### src/design/tsg_pkg.sv
// ----------------------------------------------------------------------------
// tsg_pkg: shared types and constants for the triangle span generator
// Sequencer states, triangle part codes, fixed-point widths and the
// request/response words between the sequencer and the shared divider.
// ----------------------------------------------------------------------------
package tsg_pkg;

  localparam int FRAC_W     = 16;              // fraction bits, Q8.16 dividend and quotient
  localparam int DIV_W      = 24;              // dividend / quotient width
  localparam int DIV_CNT_W  = $clog2(DIV_W);
  localparam int DVS_W      = 6;               // divisor is a row difference
  localparam int ACC_W      = 26;              // signed edge accumulator
  localparam int MAX_SPANS  = 64;
  localparam int CNT_W      = 7;               // holds MAX_SPANS itself
  localparam int NUM_W      = 14;              // split-point numerator

  typedef enum logic [2:0] {
    S_IDLE,
    S_SX_GO,
    S_SX_WAIT,
    S_E1_GO,
    S_E1_WAIT,
    S_E2_GO,
    S_E2_WAIT,
    S_EMIT
  } tsg_state_t;

  // Which stretch of the triangle is being walked
  typedef enum logic [1:0] {
    P_BFLAT,   // bottom-flat: whole triangle, upward
    P_TFLAT,   // top-flat: whole triangle but its flat row, downward
    P_GBOT,    // split triangle, lower part, upward to middle row
    P_GTOP     // split triangle, upper part, downward above middle row
  } tsg_part_t;

  typedef struct packed {
    logic             start;
    logic [DIV_W-1:0] dividend;
    logic [DVS_W-1:0] divisor;
  } tsg_div_req_t;

  typedef struct packed {
    logic             done;
    logic [DIV_W-1:0] quotient;
  } tsg_div_rsp_t;

endpackage

### src/design/tsg_div.sv
// ----------------------------------------------------------------------------
// tsg_div: shared restoring divider
// Unsigned DIV_W by DVS_W division, one quotient bit per cycle. A zero
// divisor yields a zero quotient.
// ----------------------------------------------------------------------------
module tsg_div
  import tsg_pkg::*;
(
  input  logic         clk,
  input  logic         rst_n,
  input  tsg_div_req_t req,
  output tsg_div_rsp_t rsp
);

  logic                 busy_r, busy_nxt;
  logic                 done_r, done_nxt;
  logic [DIV_CNT_W-1:0] cnt_r, cnt_nxt;
  logic [DVS_W-1:0]     rmd_r, rmd_nxt;
  logic [DVS_W-1:0]     dvs_r, dvs_nxt;
  logic [DIV_W-1:0]     quo_r, quo_nxt;
  logic [DVS_W:0]       trial;
  logic                 fits;

  assign trial = {rmd_r, quo_r[DIV_W-1]};
  assign fits  = trial >= {1'b0, dvs_r};

  always_comb begin
    busy_nxt = busy_r;
    done_nxt = 1'b0;
    cnt_nxt  = cnt_r;
    rmd_nxt  = rmd_r;
    dvs_nxt  = dvs_r;
    quo_nxt  = quo_r;
    if (req.start) begin
      busy_nxt = 1'b1;
      cnt_nxt  = DIV_CNT_W'(DIV_W - 1);
      rmd_nxt  = '0;
      dvs_nxt  = req.divisor;
      quo_nxt  = req.dividend;
    end else if (busy_r) begin
      // shift in the next dividend bit, subtract where it fits
      rmd_nxt = fits ? DVS_W'(trial - {1'b0, dvs_r}) : trial[DVS_W-1:0];
      quo_nxt = {quo_r[DIV_W-2:0], fits};
      cnt_nxt = cnt_r - 1'b1;
      if (cnt_r == '0) begin
        busy_nxt = 1'b0;
        done_nxt = 1'b1;
      end
    end
  end

  always_ff @(posedge clk) begin
    if (!rst_n) begin
      busy_r <= 1'b0;
      done_r <= 1'b0;
    end else begin
      busy_r <= busy_nxt;
      done_r <= done_nxt;
    end
    cnt_r <= cnt_nxt;
    rmd_r <= rmd_nxt;
    dvs_r <= dvs_nxt;
    quo_r <= quo_nxt;
  end

  assign rsp.done     = done_r;
  assign rsp.quotient = (dvs_r == '0) ? '0 : quo_r;

endmodule

### src/design/triangle_scanline_span_generator.sv
// ----------------------------------------------------------------------------
// triangle_scanline_span_generator: scanline fill of one triangle
// Sorts the vertices by row, works out edge steps with a shared divider
// and emits one horizontal span per row walked, at most SPAN_CAP in all.
// ----------------------------------------------------------------------------
// Input channel (in_*): one word per triangle, three vertices and a shade.
// Output channel (out_*): one word per span, row, both edge columns and the
// shade; out_tlast marks the final span of the triangle.
// Timing: a triangle is taken only while the sequencer is idle. Every edge
// step and the split column come from one restoring divider at one quotient
// bit a cycle. A flat triangle needs two divisions, a general one five
// (split column plus two per part), then one span per cycle while the
// receiver keeps up.
// Spans pass through one output register; while it is held by a stalled
// receiver the walk waits. The last span may still be held when the next
// triangle is taken.
// Reset clears the sequencer and the output valid; nothing is kept between
// triangles.
// ----------------------------------------------------------------------------
module triangle_scanline_span_generator
  import tsg_pkg::*;
#(
  parameter int GRID_ROWS = 64,
  parameter int GRID_COLS = 256
)
(
  input  logic        clk,
  input  logic        rst_n,
  input  logic        in_tvalid,
  output logic        in_tready,
  // vertex_a_x[7:0], vertex_a_y[13:8], vertex_b_x[21:14], vertex_b_y[27:22],
  // vertex_c_x[35:28], vertex_c_y[41:36], shade[49:42], zero fill above
  input  logic [55:0] in_tdata,
  output logic        out_tvalid,
  input  logic        out_tready,
  // span_row[5:0], span_x_first[13:6], span_x_second[21:14],
  // span_shade[29:22], zero fill above
  output logic [31:0] out_tdata,
  output logic        out_tlast   // last_span
);

  localparam int             SPAN_CAP = (GRID_ROWS < MAX_SPANS) ? GRID_ROWS : MAX_SPANS;
  localparam logic [12:0]    COL_MAX  = 13'(GRID_COLS - 1);
  localparam logic [CNT_W-1:0] CAP_LAST = CNT_W'(SPAN_CAP - 1);

  // clamp an accumulator to a grid column
  function automatic logic [7:0] col_of(input logic signed [ACC_W-1:0] acc);
    logic [12:0] ipart;
    ipart = {4'b0, acc[ACC_W-2:FRAC_W]};
    if (acc[ACC_W-1])         col_of = '0;
    else if (ipart > COL_MAX) col_of = COL_MAX[7:0];
    else                      col_of = acc[FRAC_W+7:FRAC_W];
  endfunction

  tsg_state_t state_r, state_nxt;
  tsg_part_t  part_r, part_nxt;

  logic [7:0] x0_r, x1_r, x2_r, x0_nxt, x1_nxt, x2_nxt;
  logic [5:0] y0_r, y1_r, y2_r, y0_nxt, y1_nxt, y2_nxt;
  logic [7:0] shade_r, shade_nxt;
  logic [7:0] sx_r, sx_nxt;
  logic signed [ACC_W-1:0] step1_r, step2_r, step1_nxt, step2_nxt;
  logic signed [ACC_W-1:0] acc1_r, acc2_r, acc1_nxt, acc2_nxt;
  logic [5:0]       row_r, row_nxt;
  logic [CNT_W-1:0] left_r, left_nxt;
  logic [CNT_W-1:0] spans_r, spans_nxt;

  logic        out_tvalid_r, out_tvalid_nxt;
  logic [5:0]  out_row_r, out_row_nxt;
  logic [7:0]  out_x1_r, out_x1_nxt, out_x2_r, out_x2_nxt;
  logic [7:0]  out_shade_r, out_shade_nxt;
  logic        out_last_r, out_last_nxt;

  // input fields
  logic [7:0] a_x, b_x, c_x, in_shade;
  logic [5:0] a_y, b_y, c_y;
  assign a_x      = in_tdata[7:0];
  assign a_y      = in_tdata[13:8];
  assign b_x      = in_tdata[21:14];
  assign b_y      = in_tdata[27:22];
  assign c_x      = in_tdata[35:28];
  assign c_y      = in_tdata[41:36];
  assign in_shade = in_tdata[49:42];

  // vertex ordering by row with the fixed tie rules
  logic [7:0] sv0_x, sv1_x, sv2_x;
  logic [5:0] sv0_y, sv1_y, sv2_y;
  always_comb begin
    if (a_y <= b_y && a_y <= c_y) begin
      sv0_x = a_x; sv0_y = a_y;
      if (b_y < c_y) begin
        sv1_x = b_x; sv1_y = b_y; sv2_x = c_x; sv2_y = c_y;
      end else begin
        sv1_x = c_x; sv1_y = c_y; sv2_x = b_x; sv2_y = b_y;
      end
    end else if (b_y <= a_y && b_y <= c_y) begin
      sv0_x = b_x; sv0_y = b_y;
      if (c_y < a_y) begin
        sv1_x = c_x; sv1_y = c_y; sv2_x = a_x; sv2_y = a_y;
      end else begin
        sv1_x = a_x; sv1_y = a_y; sv2_x = c_x; sv2_y = c_y;
      end
    end else begin
      sv0_x = c_x; sv0_y = c_y;
      if (a_y < b_y) begin
        sv1_x = a_x; sv1_y = a_y; sv2_x = b_x; sv2_y = b_y;
      end else begin
        sv1_x = b_x; sv1_y = b_y; sv2_x = a_x; sv2_y = a_y;
      end
    end
  end

  // row differences of the sorted vertices
  logic [5:0] dy01, dy02, dy12;
  assign dy01 = y1_r - y0_r;
  assign dy02 = y2_r - y0_r;
  assign dy12 = y2_r - y1_r;

  // split column numerator: x0*dy12 + x2*dy01
  logic [NUM_W-1:0] prod_a, prod_b, num;
  assign prod_a = NUM_W'(x0_r) * NUM_W'(dy12);
  assign prod_b = NUM_W'(x2_r) * NUM_W'(dy01);
  assign num    = prod_a + prod_b;

  // walk setup for the current part
  logic       part_up;
  logic       part_final;
  logic [5:0] part_row, part_dy;
  logic [7:0] part_xs, part_xe1, part_xe2;
  logic [CNT_W-1:0] part_cnt;

  always_comb begin
    case (part_r)
      P_BFLAT: begin
        part_up = 1'b1; part_row = y0_r; part_xs = x0_r;
        part_xe1 = x1_r; part_xe2 = x2_r; part_dy = dy01;
      end
      P_TFLAT: begin
        part_up = 1'b0; part_row = y2_r; part_xs = x2_r;
        part_xe1 = x0_r; part_xe2 = x1_r; part_dy = dy02;
      end
      P_GBOT: begin
        part_up = 1'b1; part_row = y0_r; part_xs = x0_r;
        part_xe1 = x1_r; part_xe2 = sx_r; part_dy = dy01;
      end
      P_GTOP: begin
        part_up = 1'b0; part_row = y2_r; part_xs = x2_r;
        part_xe1 = x1_r; part_xe2 = sx_r; part_dy = dy12;
      end
      default: begin
        part_up = 1'b1; part_row = y0_r; part_xs = x0_r;
        part_xe1 = x1_r; part_xe2 = x2_r; part_dy = dy01;
      end
    endcase
    // upward walks include the far row, downward ones stop short of it
    part_cnt   = part_up ? CNT_W'(part_dy) + 1'b1 : CNT_W'(part_dy);
    part_final = (part_r != P_GBOT);
  end

  // signed column change of each edge, split into sign and magnitude
  logic [8:0] d1, d2;
  logic       neg1, neg2;
  logic [7:0] mag1, mag2;
  assign d1   = {1'b0, part_xe1} - {1'b0, part_xs};
  assign d2   = {1'b0, part_xe2} - {1'b0, part_xs};
  assign neg1 = d1[8];
  assign neg2 = d2[8];
  assign mag1 = neg1 ? 8'(-d1) : d1[7:0];
  assign mag2 = neg2 ? 8'(-d2) : d2[7:0];

  tsg_div_req_t div_req;
  tsg_div_rsp_t div_rsp;

  tsg_div u_div (
    .clk  (clk),
    .rst_n(rst_n),
    .req  (div_req),
    .rsp  (div_rsp)
  );

  always_comb begin
    div_req.start    = 1'b0;
    div_req.dividend = {mag1, FRAC_W'(0)};
    div_req.divisor  = part_dy;
    case (state_r)
      S_SX_GO: begin
        div_req.start    = 1'b1;
        div_req.dividend = DIV_W'(num);
        div_req.divisor  = dy02;
      end
      S_E1_GO: begin
        div_req.start    = 1'b1;
      end
      S_E2_GO: begin
        div_req.start    = 1'b1;
        div_req.dividend = {mag2, FRAC_W'(0)};
      end
      default: begin
        div_req.start    = 1'b0;
      end
    endcase
  end

  logic signed [ACC_W-1:0] quo_s;
  assign quo_s = $signed({2'b0, div_rsp.quotient});

  logic out_free;
  logic span_last;
  assign out_free  = !out_tvalid_r || out_tready;
  assign span_last = (part_final && left_r == CNT_W'(1)) || (spans_r == CAP_LAST);
  assign in_tready = (state_r == S_IDLE);

  always_comb begin
    state_nxt      = state_r;
    part_nxt       = part_r;
    x0_nxt = x0_r; x1_nxt = x1_r; x2_nxt = x2_r;
    y0_nxt = y0_r; y1_nxt = y1_r; y2_nxt = y2_r;
    shade_nxt      = shade_r;
    sx_nxt         = sx_r;
    step1_nxt      = step1_r;
    step2_nxt      = step2_r;
    acc1_nxt       = acc1_r;
    acc2_nxt       = acc2_r;
    row_nxt        = row_r;
    left_nxt       = left_r;
    spans_nxt      = spans_r;
    out_tvalid_nxt = out_tvalid_r && !out_tready;
    out_row_nxt    = out_row_r;
    out_x1_nxt     = out_x1_r;
    out_x2_nxt     = out_x2_r;
    out_shade_nxt  = out_shade_r;
    out_last_nxt   = out_last_r;

    case (state_r)
      S_IDLE: begin
        if (in_tvalid) begin
          x0_nxt = sv0_x; x1_nxt = sv1_x; x2_nxt = sv2_x;
          y0_nxt = sv0_y; y1_nxt = sv1_y; y2_nxt = sv2_y;
          shade_nxt = in_shade;
          spans_nxt = '0;
          if (sv1_y == sv2_y) begin
            part_nxt  = P_BFLAT;
            state_nxt = S_E1_GO;
          end else if (sv0_y == sv1_y) begin
            part_nxt  = P_TFLAT;
            state_nxt = S_E1_GO;
          end else begin
            part_nxt  = P_GBOT;
            state_nxt = S_SX_GO;
          end
        end
      end
      S_SX_GO:   state_nxt = S_SX_WAIT;
      S_SX_WAIT: begin
        if (div_rsp.done) begin
          sx_nxt    = div_rsp.quotient[7:0];
          state_nxt = S_E1_GO;
        end
      end
      S_E1_GO:   state_nxt = S_E1_WAIT;
      S_E1_WAIT: begin
        if (div_rsp.done) begin
          step1_nxt = neg1 ? -quo_s : quo_s;
          state_nxt = S_E2_GO;
        end
      end
      S_E2_GO:   state_nxt = S_E2_WAIT;
      S_E2_WAIT: begin
        if (div_rsp.done) begin
          step2_nxt = neg2 ? -quo_s : quo_s;
          acc1_nxt  = $signed({2'b0, part_xs, FRAC_W'(0)});
          acc2_nxt  = $signed({2'b0, part_xs, FRAC_W'(0)});
          row_nxt   = part_row;
          left_nxt  = part_cnt;
          state_nxt = S_EMIT;
        end
      end
      S_EMIT: begin
        if (out_free) begin
          out_tvalid_nxt = 1'b1;
          out_row_nxt    = row_r;
          out_x1_nxt     = col_of(acc1_r);
          out_x2_nxt     = col_of(acc2_r);
          out_shade_nxt  = shade_r;
          out_last_nxt   = span_last;
          acc1_nxt       = acc1_r + step1_r;
          acc2_nxt       = acc2_r + step2_r;
          row_nxt        = part_up ? row_r + 1'b1 : row_r - 1'b1;
          left_nxt       = left_r - 1'b1;
          spans_nxt      = spans_r + 1'b1;
          if (span_last) begin
            state_nxt = S_IDLE;
          end else if (left_r == CNT_W'(1)) begin
            // lower part done: set up the upper part
            part_nxt  = P_GTOP;
            state_nxt = S_E1_GO;
          end
        end
      end
      default: state_nxt = S_IDLE;
    endcase
  end

  always_ff @(posedge clk) begin
    if (!rst_n) begin
      state_r      <= S_IDLE;
      out_tvalid_r <= 1'b0;
    end else begin
      state_r      <= state_nxt;
      out_tvalid_r <= out_tvalid_nxt;
    end
    part_r      <= part_nxt;
    x0_r        <= x0_nxt;
    x1_r        <= x1_nxt;
    x2_r        <= x2_nxt;
    y0_r        <= y0_nxt;
    y1_r        <= y1_nxt;
    y2_r        <= y2_nxt;
    shade_r     <= shade_nxt;
    sx_r        <= sx_nxt;
    step1_r     <= step1_nxt;
    step2_r     <= step2_nxt;
    acc1_r      <= acc1_nxt;
    acc2_r      <= acc2_nxt;
    row_r       <= row_nxt;
    left_r      <= left_nxt;
    spans_r     <= spans_nxt;
    out_row_r   <= out_row_nxt;
    out_x1_r    <= out_x1_nxt;
    out_x2_r    <= out_x2_nxt;
    out_shade_r <= out_shade_nxt;
    out_last_r  <= out_last_nxt;
  end

  assign out_tvalid = out_tvalid_r;
  assign out_tdata  = {2'b0, out_shade_r, out_x2_r, out_x1_r, out_row_r};
  assign out_tlast  = out_last_r;

endmodule

### config.mk
export PLATFORM = sky130hd
export DESIGN_NAME = triangle_scanline_span_generator
export DESIGN_NICKNAME = d
export VERILOG_FILES = /design/src/design/tsg_pkg.sv /design/src/design/tsg_div.sv /design/src/design/triangle_scanline_span_generator.sv
export SDC_FILE = /design/constraint.sdc
export NUM_CORES = 1
export LEC_CHECK = 0
export ABC_AREA = 1
export BUFFER_PORTS_ARGS = -buffer_cell sky130_fd_sc_hd__buf_2
export CAP_MARGIN = 20
export CORE_AREA = 3 3 270 272
export DETAILED_ROUTE_END_ITERATION = 10
export DIE_AREA = 0 0 273 275
export GPL_ROUTABILITY_DRIVEN = 0
export PLACE_DENSITY = 0.57
export SLEW_MARGIN = 20
export SYNTH_ARGS = -nofsm -noshare
export SYNTH_HDL_FRONTEND = slang
export SYNTH_SLANG_ARGS = --single-unit
### constraint.sdc
create_clock -name clk -period 11.8 [get_ports clk]
set_clock_uncertainty 0.1 [all_clocks]
set_input_delay 0.59 -clock clk [delete_from_list [all_inputs] [get_ports clk]]
set_output_delay 0.59 -clock clk [all_outputs]
set_load 0.02 [all_outputs]
* After elaboration in Yosys (flattened, before gate mapping)
Index checks and enable logic that the tools add are counted.
Cells by class: muxes and demuxes 82, add/sub/neg operators 18, magnitude comparators 10, reduce and logical (&&, ||, !) cells 30, multiply operators 2, equal/unequal tests 23, bitwise operators 2
Operators with widths (count):
- 8-bit 2-to-1 mux | 16
- 24-bit 2-to-1 mux | 5
- 26-bit case mux with 2 select lines | 2
- 6-bit 2-to-1 mux | 17
- 26-bit 2-to-1 mux | 3
- 26-bit adder | 2
- 24-bit case mux with 2 select lines | 1
- 7-bit 2-to-1 mux | 5
- 8-bit case mux with 2 select lines | 2
- 8-bit by 6-bit multiplier with 14-bit output | 2
- 7-bit case mux with 2 select lines | 2
- 24-bit negation with 26-bit output | 1
- 6-bit <= comparator | 4
- 3-bit case mux with 8 select lines | 1
- 6-bit case mux with 2 select lines | 2
- 8-bit case mux with 3 select lines | 1
- 6-bit subtractor | 4
- 3-bit 2-to-1 mux | 7
- 9-bit by 8-bit greater-than comparator with 1-bit output (second input constant) | 2
- 6-bit less-than comparator | 3
- 6-bit case mux with 3 select lines | 1
- 8-bit by 8-bit subtractor with 9-bit output | 2
- 2-bit 2-to-1 mux | 8
- 8-bit negation | 2
- 37 further kinds | 72
Word-level totals: register bits after elaboration 262, output and inout port bits 35, word-level logic and storage cells 198, input bits 60

* Depth between registers and ports, before layout
Gate-level depths: netlist (run 1).
word-level depth 9, gate-level depth with buffers 35

* By module
From an unflattened synthesis (run 1), not the netlist that was laid out.
Second synthesis, totals: cell total of the unflattened synthesis 2731, area total of the unflattened synthesis 21578.2 µm²
By module, submodules not included:
- triangle_scanline_span_generator | area each 19159.6 µm², sequential area each 6536.3 µm², cells an instance 2438, instances 1
- tsg_div | area each 2418.6 µm², sequential area each 1161.1 µm², cells an instance 293, instances 1

* Worst setup path after synthesis (run 1)
Ideal clock, no wire load.
kind register to register, from register y1_r[0], to register u_div.quo_r[12] (data pin), slack 5.575 ns, required time 11.446 ns, period minus slack after synthesis 6.225 ns, arrival 5.872 ns, buffers on the path 0, cell stages (with the launch flop) 32, cell sequence edfxtp_1 > inv_1 > ha_1 > inv_1 > fa_1 > a21oi_1 > o21ai_0 > xnor2_1 > inv_1 > nand2_1 > fa_1 > fa_1 > inv_1 > fa_1 > inv_1 > fa_1 > fa_1 > inv_1 > ha_1 > nand3b_1 > nand2_1 > nand2_1 > nand2_1 > a21oi_1 > nor2_1 > nor2_1 > o21bai_1 > nand2_1 > a21boi_0 > o21ai_0 > nand3_1 > nand2_1
On the way: cells in the longest elaborated chain, start to end 5
Ends and longest elaborated chain:
- start: declaration | line triangle_scanline_span_generator.sv:59 | logic [5:0] y0_r, y1_r, y2_r, y0_nxt, y1_nxt, y2_nxt;
- start signal: assignment | line triangle_scanline_span_generator.sv:317 | y1_r <= y1_nxt;
- 6-bit subtractor (on tied branches) | line triangle_scanline_span_generator.sv:117, triangle_scanline_span_generator.sv:115
- 8-bit by 6-bit multiplier with 14-bit output (on tied branches) | line triangle_scanline_span_generator.sv:121, triangle_scanline_span_generator.sv:122
- 14-bit adder * | line triangle_scanline_span_generator.sv:123 | assign num = prod_a + prod_b;
- 24-bit case mux with 2 select lines * | line triangle_scanline_span_generator.sv:185 | case (state_r)
- 24-bit 2-to-1 mux * | line tsg_div.sv:34 | if (req.start) begin
- net u_div.quo_nxt[12] | line tsg_div.sv:20 | logic [DIV_W-1:0] quo_r, quo_nxt;
- end signal: assignment | line tsg_div.sv:63 | quo_r <= quo_nxt;
- end: declaration | line tsg_div.sv:20
The timed path passes the listed nets; every way through them passes the cells marked *. A chain may end at the register's enable or synchronous reset.

* Worst setup path after layout (run 1)
Ends and elaborated chain as after synthesis.

==> results of run 1 <==
-- sequential cells by signal, indices dropped and copies added, names as in the netlist, 8 cells and up --
name and cells:
acc1_r 26, acc2_r 26, out_shade_r 8, out_x1_r 8
out_x2_r 8, shade_r 8, step1_r 26, step2_r 26
sx_r 8, u_div.quo_r 24, x0_r 8, x1_r 8
x2_r 8
-- synth_stat cells (12+ instances only) --
| library cell | count | area [µm²] |
|---|---|---|
| nand2_1 | 644 | 2420 |
| inv_1 | 361 | 1360 |
| o21ai_0 | 249 | 1250 |
| edfxtp_1 | 245 | 7360 |
| nor2_1 | 206 | 773 |
| a21oi_1 | 178 | 891 |
| ha_1 | 157 | 1960 |
| nand3_1 | 133 | 666 |
| fa_1 | 77 | 1540 |
| clkbuf_1 | 55 | 206 |
| xor2_1 | 38 | 333 |
| o211ai_1 | 34 | 255 |
| or2_2 | 25 | 156 |
| xnor2_1 | 22 | 193 |
| dfxtp_1 | 17 | 340 |
| nand4_1 | 17 | 106 |
| buf_2 | 15 | 75.1 |
| inv_2 | 15 | 56.3 |
| nor3_1 | 15 | 75.1 |
| o21bai_1 | 12 | 90.1 |
-- worst max path at each step --
stage | start | end | slack, ps
floorplan | y1_r[0]$_DFFE_PP_ | u_div.quo_r[12]$_DFFE_PP_ | 5570
detailed placement | y1_r[0]$_DFFE_PP_ | u_div.quo_r[12]$_DFFE_PP_ | 4750
global placement | y1_r[0]$_DFFE_PP_ | u_div.quo_r[12]$_DFFE_PP_ | 4740
CTS | y1_r[0]$_DFFE_PP_ | u_div.quo_r[12]$_DFFE_PP_ | 4720
finish | y1_r[0]$_DFFE_PP_ | u_div.quo_r[12]$_DFFE_PP_ | 4760
global route | y1_r[0]$_DFFE_PP_ | u_div.quo_r[12]$_DFFE_PP_ | 4330
-- metrics by stage --
stage | instances | utilization [%] | worst slack (ps) | hold WS, ps | area (µm²)
finish | 3678 | 33.3 | 4760 | 88.2 | 23600
global route | 3678 | 33.3 | 4330 | 57.5 | 23600
CTS | 3677 | 33.3 | 4720 | 53.5 | 23600
detailed placement | 3619 | 31.8 | 4750 | 305 | 22600
global placement | 3619 | 31.8 | 4740 | 301 | 22600
floorplan | 2650 | - | 5570 | 300 | 21200
-- worst max-delay path, delay by kind of cell, from the launching register on --
family,cells,cell delay [ps]
compound gates,6,780
xor+xnor,1,700
fa+ha+maj,8,3460
buf+inv,6,450
flops,1,400
simple gates,10,900
-- cells by family after synthesis --
logic type      count (synthesis)  synth area share, %
compound gates                550                 14.4
simple gates                 1084                 21.7
xor+xnor                       60                 2.48
fa+ha+maj                     234                 16.6
flops                         262                 36.4
buf+inv                       458                 8.47
other cells                     1               0.0177
-- placed cells by master, fill, tap and decap left out, types with 17 or more instances in the layout --
master	count
nand2_1	644
inv_1	361
o21ai_0	248
edfxtp_1	245
nor2_1	200
a21oi_1	177
ha_1	157
nand3_1	133
buf_2	86
fa_1	77
xor2_1	38
o211ai_1	34
clkbuf_16	31
or2_2	25
xnor2_1	22
nand4_1	17
dfxtp_1	17
-- cell type report --
cell class / count / area [µm²]
Antenna cell: 1 / 2.50
Fill cell: 7518 / 47400
Clock buffer: 38 / 822
Timing Repair Buffer: 101 / 543
Sequential cell: 262 / 7700
Inverter: 376 / 1410
Clock inverter: 20 / 224
Tap cell: 950 / 1190
Multi-Input combinational cell: 1930 / 11700
-- per-layer routing --
metal,vias to the layer above,GRT usage [%],wire (µm)
li1,8941,-,-
met1,8070,19.5,25400
met2,401,23.8,24900
met3,67,1.95,2780
met4,0,3.61,1390
met5,-,0,0
==> results.md, run 1 <==
* Port Buffer Count at 86
* Worst-skew pair later-pin latency at approximately 580 ps
* Final setup TNS at 0 ps
* Setup CP Type: flop to flop
* Worst endpoint required time at between 10000 and 15000 ps
* Outcome: finished clean
* Router iterations before antenna repair at 6
* Die height at 275 µm
* Seq/Total Area, Yosys at between 30 and 40%
* RSZ-0062 raised after global routing: no
* Commonest register cell after synthesis: edfxtp_1
* P&R area growth vs syn at 11.6%
* Cell variety after synth at 61
* Period utilisation layout at about three fifths
* Grt total ovfl at 0
* Detailed Route Iter0 Violations at ~1200
* Async SR Flop Fraction at 0%
* Avg WL per Cell at around 15 µm
* Post-CTS Hold Fix Bufs at 0
* Crit start category: flop
* Total core area at around 0.071 mm²
* Post-synthesis cell area at around 0.021 mm²
* Max H-tree Level at 1
* Worst path max stage delay at 700 ps
* Worst slew pin tran at between 1000 and 1500 ps
* Slew Viols, Final at 0
* Critical Path End Type: flop
* HPWL Detailed at just over 40000 µm
* Initial Util at 29.8%
* Post-route ant nets at 0
* Post-synth EDFFs at 245
* Fmax at 0.142 GHz
* YS warnings at 0
* Hold Path Depth at 1
* Reg2reg setup slack at approximately 4800 ps
* Die W at between 200 and 300 µm
* Clk Tree Root Cell: clkbuf_16
* Antenna violations before repair at 1
* FF-to-FF path depth at 31
* Clk pin slew, worst setup/hold paths at about 60 ps
* Total track usage at between 10% and 20%
* Worst Path Max Fanout at 8
* Min-delay src: in_tdata[44]
* FP Rows at 98
* WHS Endpoint: shade_r[2]$_DFFE_PP_
* Number of global-route vias before repair at 16430
* First-pass GRT wire length at between 80000 and 90000 µm
* I/O pins at 95
* Reg2reg start: y1_r[0]$_DFFE_PP_
* DRC violations left at 0
* Synthesized area per cell at 7.99 µm²
* Post-CTS Setup Bufs at 0
* Total CTS buffers at 31
* Tightest Hold Check Type: primary input to flop
* Die area at approximately 0.075 mm²
* Clock sink total at 262
* Tmin final at between 7000 and 8000 ps
* Final wirelength at 54400 µm
* Layout cells sized above 1 at between 8 and 9%
* #FFs+latches synth at 262
* Worst EP arrival at just over 7000 ps
* Hold Vio Cnt, Final at 0
* DR vias/cell at around 4.8
* Pin count of the biggest net entering global routing at 58
* Final setup fails at 0
* Worst-case clock buffer depth at 3
* Nets@finish at about 3000
* Post-CTS Resized at 0
* Critical path's slowest cell: xnor2_1
* Syn Inst Count at 2649
* R2R Path End: u_div.quo_r[12]$_DFFE_PP_
* Max transition margin at about a fifth
* Total number of vias at ~17000
* Maximum capacitance violations at 0
* CTS tree: built
Power of run 1 is not shown: default switching activity piles up to over one toggle a cycle in this logic, so the estimate is an artifact.
==> inputs of run 2 (changes only) <==
Settings changed: ABC_AREA 1 to 0, CORE_AREA 3 3 270 272 to 3 3 269 271, DIE_AREA 0 0 273 275 to 0 0 272 274, PLACE_DENSITY 0.57 to 0.58.
Clock period 11.8 ns to 5.8 ns, I/O delays scaled along.
==> run 2 against run 1 <==
Compared with the run above:
- the run now ends with setup timing left
- sequential share of layout area shrank 1.4 points
- hold slack lost 47 ps
- first-iteration DRC count shrank 2.2%
- synthesized cell count shrank 15%
- critical path type unchanged
==> results.md, run 2 <==
* Top cell by count, worst path: fa_1
* Critical Path End Type: flop
* Top post-synthesis cells by area: edfxtp_1, ha_1, fa_1
* Syn Inst Count at 2260 (-15%)
* Tightest Hold Check Type: primary input to flop
* # diodes at 0 (-1)
* Crit start category: flop
* Share of the synthesized area in the top cell type at 34.9% (+0.18 points)
* Antenna violations before repair at 1 (unchanged)
* WHS Endpoint: x0_r[6]$_DFFE_PP_
* Most common cell in the netlist: edfxtp_1
* Post-synth top cells: edfxtp_1, nand2_1, nor2_1
* Most common cell after layout, fill and taps aside: edfxtp_1
* Pin count of the biggest net entering global routing at 53 (-8.6%)
* Final setup fails at 6 (+6)
* Maximum capacitance violations at 0 (unchanged)
* Clk Tree Root Cell: clkbuf_16
* Max H-tree Level at 1 (unchanged)
* RSZ-0062 raised after global routing: yes
* Met3 usage at 2.01% (+0.059 points)
* Clock sink total at 262 (unchanged)
* Main combinational cell family by area after synthesis: compound AO/OA/AOI/OAI gates
* Async SR Flop Fraction at 0% (unchanged)
* Period utilisation layout at 111% (+51 points)
* Detailed Route Iter0 Violations at 1180 (-2.2%)
* GR Layer Usage met1 at 19.9% (+0.45 points)
* Post-DP Area at 0.0232 mm² (+2.6%)
* Commonest register cell after synthesis: edfxtp_1
* Die height at 274 µm (-0.36%)
* Final WS setup at -642 ps (-5400 ps)
* Total number of vias at 17258 (-1.3%)
* Grt total ovfl at 0 (unchanged)
* Max transition margin at 30.8% (+9.5 points)
* Clk pin slew, worst setup/hold paths at 70 ps (about the same)
* Post-synth EDFFs at 245 (unchanged)
* Worst Path Max Fanout at 3 (-5)
* Util after Layout at 35.3% (+2.0 points)
* Outcome: finished, violations left
* HPWL Detailed at 42600 µm (+2.6%)
* Cell variety after synth at 83 (+36%)
* Slew Viols, Final at 0 (unchanged)
* Total core area at 0.0700 mm² (-1.4%)
* Mux cell area share after synthesis at 2.38% (+2.4 points)
* Nets@finish at 2704 (-9.7%)
* Area share of and/or/nand/nor cells after synthesis at 16.2% (-5.5 points)
* Post-route ant nets at 0 (unchanged)
* GRT Max-Usage Layer: met2
* Tmin final at 6440 ps (-595 ps)
* Reg2reg setup slack at -640 ps (-5400 ps)
* Compound-Gate Fraction of Synth Area at 17.0% (+2.6 points)
* Commonest cells after routing, fill and taps aside: edfxtp_1, nand2_1, nor2_1
* Number of global-route vias before repair at 17243 (+4.9%)
* Port Buffer Count at 86 (unchanged)
* Critical path's slowest cell: fa_1
* Fin area at 0.0247 mm² (+4.5%)
* R2R Path End: u_div.quo_r[12]$_DFFE_PP_
* Hold Vio Cnt, Final at 0 (unchanged)
* Die area at 0.0745 mm² (-0.73%)
* Post-synthesis cell area at 0.0211 mm² (-0.53%)
* Place WS at -711 ps (-5460 ps)
* Worst path max stage delay at 560 ps (-140 ps)
* Setup CP Type: flop to flop
* Worst EP arrival at 6670 ps (-590 ps)
* Synth Area in XOR/XNOR at 5.86% (+3.4 points)
* Seq/Total Area, Yosys at 36.5% (+0.19 points)
* FF-to-FF path depth at 26 (-16%)
* Hold Path Depth at 3 (+2)
* Failing checks: setup timing
* DRC violations left at 0 (unchanged)
* Worst-skew pair later-pin latency at 590 ps (about the same)
* #FFs+latches synth at 262 (unchanged)
* Met2 usage at 24.9% (+1.2 points)
* FP Rows at 97 (-1.0%)
* CTS tree: built
* Area share of fa/ha/maj cells after synthesis at 16.6% (+0.088 points)
* DR vias/cell at 5.11 (+7.6%)
* Synthesized area per cell at 9.32 µm² (+17%)
* Reg2reg start: y1_r[1]$_DFFE_PP_
* Worst endpoint required time at 6030 ps (-5990 ps)
* YS warnings at 0 (unchanged)
* Worst slew pin tran at 1040 ps (-134 ps)
* Die W at 272 µm (-0.37%)
* P&R area growth vs syn at 17.3%
* Final wirelength at 56200 µm (+3.3%)
* Router iterations before antenna repair at 5 (-1)
* Post-synth top area cell: edfxtp_1
* Min-delay src: in_tdata[34]
* Initial Util at 30.1% (+0.25 points)
* Worst-case clock buffer depth at 3 (unchanged)
* Layout cells sized above 1 at 14.3% (+5.8 points)
* First-pass GRT wire length at 90600 µm (+4.1%)
* I/O pins at 95 (unchanged)
* Fmax at 0.155 GHz (+9.2%)
* Worst hold margin at 41.3 ps (-46.8 ps)
* Total track usage at 14.8% (+0.55 points)
* Total CTS buffers at 30 (-3.2%)
* Avg WL per Cell at 16.7 µm (+13%)
run 2: cell types whose count changed in the layout (fill, tap and decap cells not counted), sizes merged, moves of 85 or more:
| cell | change |
|---|---|
| buf | +101 |
| nand3 | -110 |
| o21ai | -122 |
| a21oi | -85 |
| nand2 | -417 |
| inv | -181 |
run 2: kinds of logic after synthesis:
| logic type | after synthesis |
|---|---|
| and+or+nand+nor | 736 |
| AOI/OAI and AO/OA | 537 |
| buffers and inverters | 300 |
| DFF | 262 |
| adders and majority gates | 234 |
| xor gates and xnor gates | 141 |
| muxes | 49 |
| other | 1 |
run 2: cell type report:
type | instances | area [µm²]
Clock buffer | 39 | 845
Clock inverter | 17 | 191
Fill cell | 7092 | 45300
Inverter | 200 | 753
Multi-Input combinational cell | 1699 | 12600
Sequential cell | 262 | 7700
Tap cell | 940 | 1180
Timing Repair Buffer | 217 | 1470
run 2: critical path: cells and delay by family (launching register included):
kind,cells,cell delay (ps)
flip-flops,1,450
buffers and inverters,4,260
adder cells (fa/ha/maj),7,3000
AND/OR/NAND/NOR,2,430
XOR/XNOR,1,170
AO/OA/AOI/OAI,12,1770
run 2: worst max-delay path by stage:
stage / startpoint / cells past startpoint / to
global route: y0_r[1]$_DFFE_PP_ / 25 / u_div.quo_r[12]$_DFFE_PP_
global placement: y1_r[0]$_DFFE_PP_ / 26 / u_div.quo_r[12]$_DFFE_PP_
CTS: y2_r[1]$_DFFE_PP_ / 24 / u_div.quo_r[12]$_DFFE_PP_
detailed placement: y2_r[0]$_DFFE_PP_ / 25 / u_div.quo_r[12]$_DFFE_PP_
finish: y1_r[1]$_DFFE_PP_ / 26 / u_div.quo_r[12]$_DFFE_PP_
floorplan: y2_r[1]$_DFFE_PP_ / 22 / u_div.quo_r[12]$_DFFE_PP_
run 2: layer usage:
metal  part of all wire (%)  up-vias  routed length (µm)
li1                       -     8313                   -
met1                     45     8342               25200
met2                     47      511               26600
met3                    5.5       92                3080
met4                    2.2        0                1260
met5                      0        -                   0
run 2: timing repair:
item	4_1_cts	5_1_grt
buffers inserted	17	8
hold buffers	15	0
hold endpoints to repair	23	0
setup endpoints to repair	6	7
gates resized for setup	27	19
pin swaps	39	29
run 2: through the flow:
stage / setup TNS [ps] / instances
final: -2080 / 3374
after CTS: -1760 / 3370
after global placement: -1590 / 3284
after floorplan: -481 / 2261
after global routing: -3400 / 3374
after detailed placement: -2220 / 3284
Power of run 2 is left out for the same reason.
